--- src/sv/gds_pkg.sv ---
package gds_pkg;

  localparam int IN_TDATA_W  = 16;
  localparam int OUT_TDATA_W = 40;
  localparam int VTX_W       = 8;
  localparam int VCOUNT_W    = 9;
  localparam int DEG_OUT_W   = 16;
  localparam int EQ_W        = 9;

  localparam int CFG_ADDR_W  = 3;
  localparam int CFG_DATA_W  = 32;
  localparam logic CFG_IDX_VERTEX_COUNT = 1'b0;
  localparam logic [VCOUNT_W-1:0] VERTEX_COUNT_RESET = 9'd256;

  localparam int QUEUE_DEPTH = 4;
  localparam int QPTR_W      = 2;
  localparam int QCNT_W      = 3;

  typedef enum logic [2:0] {
    ST_INIT,
    ST_RUN,
    ST_SCAN,
    ST_FIN,
    ST_DONE
  } gds_state_t;

  typedef struct packed {
    logic             is_report;
    logic [VTX_W-1:0] src;
    logic [VTX_W-1:0] dst;
  } gds_entry_t;

  typedef struct packed {
    logic       valid;
    gds_entry_t entry;
  } gds_q_head_t;

endpackage

--- src/sv/gds_front.sv ---
module gds_front #(
  parameter int NW = 9
) (
  input  logic                            clk,
  input  logic                            rst_n,
  input  logic [NW-1:0]                   n_act,
  input  logic                            init_busy,
  input  logic                            in_tvalid,
  output logic                            in_tready,
  input  logic [gds_pkg::IN_TDATA_W-1:0]  in_tdata,   // src_vertex, dst_vertex
  input  logic                            in_tuser,   // req_type
  input  logic                            q_pop,
  output gds_pkg::gds_q_head_t            q_head
);

  gds_pkg::gds_entry_t              mem_r [gds_pkg::QUEUE_DEPTH];
  logic [gds_pkg::QPTR_W-1:0]       wr_ptr_r;
  logic [gds_pkg::QPTR_W-1:0]       rd_ptr_r;
  logic [gds_pkg::QCNT_W-1:0]       cnt_r;
  logic [gds_pkg::QCNT_W-1:0]       cnt_nxt;
  logic [gds_pkg::VTX_W-1:0]        src;
  logic [gds_pkg::VTX_W-1:0]        dst;
  logic                             accept;
  logic                             in_range;
  logic                             push;

  assign src       = in_tdata[7:0];
  assign dst       = in_tdata[15:8];
  assign in_tready = !init_busy && (cnt_r != gds_pkg::QCNT_W'(gds_pkg::QUEUE_DEPTH));
  assign accept    = in_tvalid && in_tready;
  // edges naming a vertex beyond the active count are dropped here
  assign in_range  = (NW'(src) < n_act) && (NW'(dst) < n_act);
  assign push      = accept && (in_tuser || in_range);

  always_comb begin
    cnt_nxt = cnt_r;
    if (push && !q_pop) begin
      cnt_nxt = cnt_r + 1'b1;
    end else if (!push && q_pop) begin
      cnt_nxt = cnt_r - 1'b1;
    end
  end

  always_ff @(posedge clk) begin
    if (!rst_n) begin
      wr_ptr_r <= '0;
      rd_ptr_r <= '0;
      cnt_r    <= '0;
    end else begin
      cnt_r <= cnt_nxt;
      if (push) begin
        wr_ptr_r <= wr_ptr_r + 1'b1;
      end
      if (q_pop) begin
        rd_ptr_r <= rd_ptr_r + 1'b1;
      end
    end
  end

  always_ff @(posedge clk) begin
    if (push) begin
      mem_r[wr_ptr_r] <= '{is_report: in_tuser, src: src, dst: dst};
    end
  end

  assign q_head.valid = (cnt_r != '0);
  assign q_head.entry = mem_r[rd_ptr_r];

  a_cnt_bound: assert property (@(posedge clk) disable iff (!rst_n)
    cnt_r <= gds_pkg::QCNT_W'(gds_pkg::QUEUE_DEPTH))
    else $error("queue count overflow");

  a_push_fills: assert property (@(posedge clk) disable iff (!rst_n)
    push |=> cnt_r != '0)
    else $error("queue empty after push");

  a_no_pop_empty: assert property (@(posedge clk) disable iff (!rst_n)
    q_pop |-> cnt_r != '0)
    else $error("pop from empty queue");

endmodule

--- config.mk ---
export PLATFORM = sky130hd
export DESIGN_NAME = gds_front
export DESIGN_NICKNAME = d
export VERILOG_FILES = /design/src/sv/gds_pkg.sv /design/src/sv/gds_front.sv
export SDC_FILE = /design/constraint.sdc
export NUM_CORES = 1
export LEC_CHECK = 0
export BUFFER_PORTS_ARGS = -buffer_cell sky130_fd_sc_hd__buf_2
export CAP_MARGIN = 0
export CORE_MARGIN = 10
export CORE_UTILIZATION = 40
export CTS_CLUSTER_DIAMETER = 30
export DETAILED_ROUTE_END_ITERATION = 16
export GPL_ROUTABILITY_DRIVEN = 0
export PLACE_DENSITY = 0.61
export SYNTH_ARGS = -nofsm -noshare
export SYNTH_HDL_FRONTEND = slang
export SYNTH_SLANG_ARGS = --single-unit
--- constraint.sdc ---
create_clock -name clk -period 3.5 [get_ports clk]
set_input_delay 0.35 -clock clk [delete_from_list [all_inputs] [get_ports clk]]
set_output_delay 0.35 -clock clk [all_outputs]
set_load 0.005 [all_outputs]
Word level (Yosys, flattened, before mapping)
Memory sizes are Yosys's and may differ from the RTL's. A register that Yosys moved wholly into a read port is not among the register bits.
Cells that the tools add are included.

storage, ports and cells
  bits in registers = 7
  bits in writable memories = 68
  input bits = 31
  output and inout port bits = 19
  logic and storage cells = 29
  memories = 1

memories
  name   depth  bits a word  rd ports  clocked after memory_dff  wr ports  RTL line         source
  mem_r  4      17           1         1                         1         gds_front.sv:16  gds_pkg::gds_entry_t mem_r [gds_pkg::QUEUE_DEPTH];

operators by class
  add/subtract/negate cells = 4
  order comparisons = 2
  equality and inequality tests = 1
  mux-type cells = 6
  reductions and logical operators = 12

operators with widths
  kind                 count
  $lt 8x9->1           2
  $logic_and 1x1->1    6
  $mux 3               2
  $add 2x1->2 const B  2
  $mux 2               2
  $add 3x1->3 const B  1
  $logic_not 1->1      3
  $ne 3x3->1 const B   1
  $reduce_bool 3->1    1
  $sub 3x1->3 const B  1
  $mux 1               2
  $reduce_bool 2->1    1
  $logic_or 1x1->1     1

Depth between registers and ports, before layout
  depth after elaboration = 8
  mapped depth = 13
  mapped depth without buffers = 13

Least setup slack after synthesis
OpenSTA, ideal clock, no wires.

  kind = input to register
  from = input n_act[5]
  to = register cnt_r[2] (netlist name)
  setup time = 76 ps
  arrival = 2774 ps
  required time = 3424 ps
  slack = 651 ps
  cell stages on the path = 13
  buffers on the path = 0
  cells stage by stage = inv_1 > ha_1 > a211oi_2 > o22ai_1 > nor3_2 > nor3_1 > nor4b_4 > ha_1 > inv_1 > fa_1 > xor2_1 > or3_1 > a21boi_0

on the way
  cells in the longest elaborated chain, start to end = 7
  elaborated cells on any way between the ends = 10
  those cells by class = order compare (2); mux (1); reduce/logical (7)

RTL lines
  item                                RTL line         source
  start: declaration                  gds_front.sv:6   input logic [NW-1:0] n_act,
  $lt 8x9->1                          gds_front.sv:32  assign in_range = (NW'(src) < n_act) && (NW'(dst) < n_act);
  $logic_and 1x1->1 (*)               gds_front.sv:32
  $logic_or 1x1->1 (*)                gds_front.sv:33  assign push = accept && (in_tuser || in_range);
  $logic_and 1x1->1 (*)               gds_front.sv:33
  net push                            gds_front.sv:25  logic push;
  $logic_not 1->1                     gds_front.sv:39  end else if (!push && q_pop) begin
  $logic_and 1x1->1                   gds_front.sv:39
  $reduce_bool 2->1 (no source line)  --
  end signal: assignment              gds_front.sv:50  cnt_r <= cnt_nxt;
  end: declaration                    gds_front.sv:19  logic [gds_pkg::QCNT_W-1:0] cnt_r;

Mark *: on every way through the listed nets, which the timed path passes. The rest lies on a longest branch.
A chain may end at the register's enable or synchronous reset.

Worst setup path in the final report
  from = input n_act[2]
  to = register cnt_r[2] (netlist name)

Same word-level chain as after synthesis.

==> reports/results.tsv <==
stage	metric	value	unit
finish	nets	294	
logic_synthesis	largest cells by area after synthesis	edfxtp_1 62%, mux4_2 12%, ha_1 7.3%, dfxtp_1 5.5%, inv_1 1.6%	
logic_synthesis	post-synth net total	234	
finish	ratio of cells with drive above 1 in the final layout	36.3	%
clocking	Worst-Skew Late Latency	340	ps
clocking	total CTS buffers	9	
pwr	worst vdd ir	0.226	mV
grt	initial antenna violation count	0	
critical_path	CP peak stage delay	390	ps
hold_path	Hold Crit Start	in_tdata[5]	
timing	slew margin rel.	40.1	%
timing	fin. max-slew vios	0	
die	I/O pins	50	
clocking	clk buf depth	2	
clocking	post-CTS setup buffer count	0	
logic_synthesis	Seq/Total Area, Yosys	68.0	%
flow_run	maxcap violations	0	
pwr	Cell Pwr Density	507	nW/um^2
grt	vias in the first global route	1890	
timing	final setup margin	800	ps
clocking	Hold Buf Count CTS	0	
place	Port Buffers	49	
timing	RSZ-0062 raised after global routing	no	
detailed_routing	wire per inst	18.2	um
die	Starting Density	41.7	%
logic_synthesis	Mapped Area	3270	um^2
critical_path	r2r endpoint	cnt_r[2]$_SDFFE_PN0P_	
clocking	Root Buffer	clkbuf_8	
critical_path	Worst R2R Start	cnt_r[1]$_SDFFE_PN0P_	
clocking	H-tree Lvls	3	
die	row count	32	
timing	Worst Skew	4.71	ps
critical_path	R2R depth	10	
detailed_routing	Residual DRC	0	
clocking	CTS tree	done	
hold_path	hold path endpoint	mem_r[3][13]$_DFFE_PP_	
grt	Overflow after GRT	0	
critical_path	Cell Chain, Critical Path	buf_2, inv_1, ha_1, a21oi_1, nor2b_1, o21ai_1, a2111oi_2, nor4b_4, ha_1, inv_1, fa_1, xor2_1, or3_1, a21boi_0	
critical_path	Worst Setup Path Type	primary input to flop	
clocking	cts repair resizes	0	
timing	Tcrit/Tclk final	77.1	%
logic_synthesis	Mean Syn Cell Area	17.9	um^2
logic_synthesis	Yosys top cell area share	62.5	%
timing	Setup TNS	0	ps
logic_synthesis	Synth Warn #	0	
finish	post-layout util	49.0	%
critical_path	Worst Path Max Fanout	2	
critical_path	cell with the largest stage delay on the worst path	fa_1	
hold_path	WHS Path Cells	1	
critical_path	CP Launch Type	primary input	
logic_synthesis	Synth Instances	183	
finish	# fillers	704	
place	dpl hpwl	4380	um
detailed_routing	Vias per Instance	4.90	
finish	area of the multi-input gates	973	um^2
die	die area	12200	um^2
timing	final count of hold timing violations	0	
pwr	Pleak	0.00142	uW
logic_synthesis	Yosys top cell by area	edfxtp_1	
finish	Ant. Diodes	0	
finish	synth-to-layout area growth	17.7	%
detailed_routing	DR iter-0 viols	27	
finish	Register Area	2220	um^2
place	pre-CTS WS	473	ps
clocking	Clock Sinks	77	
critical_path	Critical Path Sink Type	flop	
die	die width	110	um
detailed_routing	total number of vias	1716	
outcome	status	finished clean	
die	die height	110	um
timing	Setup-failing EPs final	0	
place	dpl cells	334	
critical_path	CP Data Required Time	3760	ps
grt	Total GRT Usage	10.7	%
die	area of the core	7850	um^2
logic_synthesis	distinct cell type count after synthesis	30	
detailed_routing	post-route ant nets	0	
finish	fin cells	350	
timing	Fmax achieved	370	MHz
clocking	clock slew at reported path FFs	80	ps
detailed_routing	TritonRoute pass-1 iters	4	
detailed_routing	final wirelength	6360	um
critical_path	CP arrival	2960	ps
logic_synthesis	Synth Register Bits	77	
timing	actual slew at the worst max-slew pin	898	ps
grt	first-pass GRT wire length	10300	um
hold_path	Tightest Hold Check Type	primary input to flop	
grt	largest net degree at the start of global routing	18	
critical_path	setup slack, reg-to-reg	950	ps
timing	Tmin final	2700	ps
[per-stage QoR]
step	cell area [um^2]	total power (uW)	hold slack, ps
after floorplan	3270	1220	449
after global placement	3660	1330	486
after detailed placement	3660	1330	503
after CTS	3850	1980	221
after global routing	3850	2060	213
final	3850	1950	239
[cell families after synthesis]
group                    Yosys count  share of synthesized area (%)
buffers and inverters             19                           2.26
adder cells (fa/ha/maj)           20                           7.88
flip-flops                        77                           68.0
AND/OR/NAND/NOR                   28                           5.24
multiplexers                      20                           12.6
AO/OA/AOI/OAI                     15                           2.95
XOR/XNOR                           4                           1.07
[placed cells by master, fill, tap and decap left out, types with 2 or more instances in the layout]
master      count
edfxtp_1       68
buf_2          49
ha_1           19
mux4_2         17
inv_1          14
dfxtp_1         9
clkbuf_8        9
and2_1          7
nand2_1         6
a21oi_1         5
o21ai_0         5
buf_4           5
nor2_1          3
mux2i_1         3
nor2b_1         2
nand4_1         2
nor3_1          2
or3_1           2
xnor2_1         2
xor2_1          2
clkinvlp_4      2
[cell type report]
type,instances,share of cell area [%]
inverters,14,1.37
multi-input cells,87,25.3
clock inverters,6,1.63
repair buffers,54,7.35
flip-flops and latches,77,57.7
clock buffers,10,3.32
well taps,102,3.32
[registers in the layout (all words and copies together), names as in the netlist, named ones only]
signal	flops
rd_ptr_r	2
cnt_r	3
mem_r	68
wr_ptr_r	2
[worst max-delay path by stage]
stage	slack, ps	cells past startpoint	startpoint	end
after global placement	620	14	n_act[5]	cnt_r[2]$_SDFFE_PN0P_
after detailed placement	470	14	n_act[2]	cnt_r[2]$_SDFFE_PN0P_
final	800	14	n_act[2]	cnt_r[2]$_SDFFE_PN0P_
after CTS	810	14	n_act[2]	cnt_r[2]$_SDFFE_PN0P_
after global routing	660	14	n_act[2]	cnt_r[2]$_SDFFE_PN0P_
after floorplan	650	13	n_act[5]	cnt_r[2]$_SDFFE_PN0P_
[critical path, delay by kind of cell]
family,cells,cell delay (ps)
and+or+nand+nor,3,680
xor gates and xnor gates,1,180
buffers and inverters,3,200
AOI/OAI and AO/OA,4,630
adders and majority gates,3,940
[power by group]
part | internal (uW) | leakage, uW | switching [uW]
Combinational | 126 | 0.000644 | 118
Clock | 328 | 0.0000903 | 318
Sequential | 1040 | 0.000690 | 24.7
Total | 1490 | 0.00142 | 460
[Yosys cell counts, drive strengths merged]
cell / n
nor2: 3
dfxtp: 9
nor2b: 2
edfxtp: 68
nand3: 1
nor4b: 1
a21boi: 1
mux4: 17
nand2: 6
and2: 8
fa: 1
a2111oi: 1
a21oi: 5
o22ai: 1
mux2i: 3
clkbuf: 2
inv: 14
buf: 3
xor2: 2
a211oi: 1
o21ai: 6
nor3: 3
ha: 19
xnor2: 2
or3: 2
nand4: 2
[metal layers]
metal  wire length [um]  global-route usage [%]  vias up
li1                   -                       -      825
met1               2910                    13.5      848
met5                  0                       0        -
met2               3090                    16.3       35
met3                291                    3.84        8
met4                 72                    4.15        0
No activity file was read; power rests on OpenSTA's default activity.
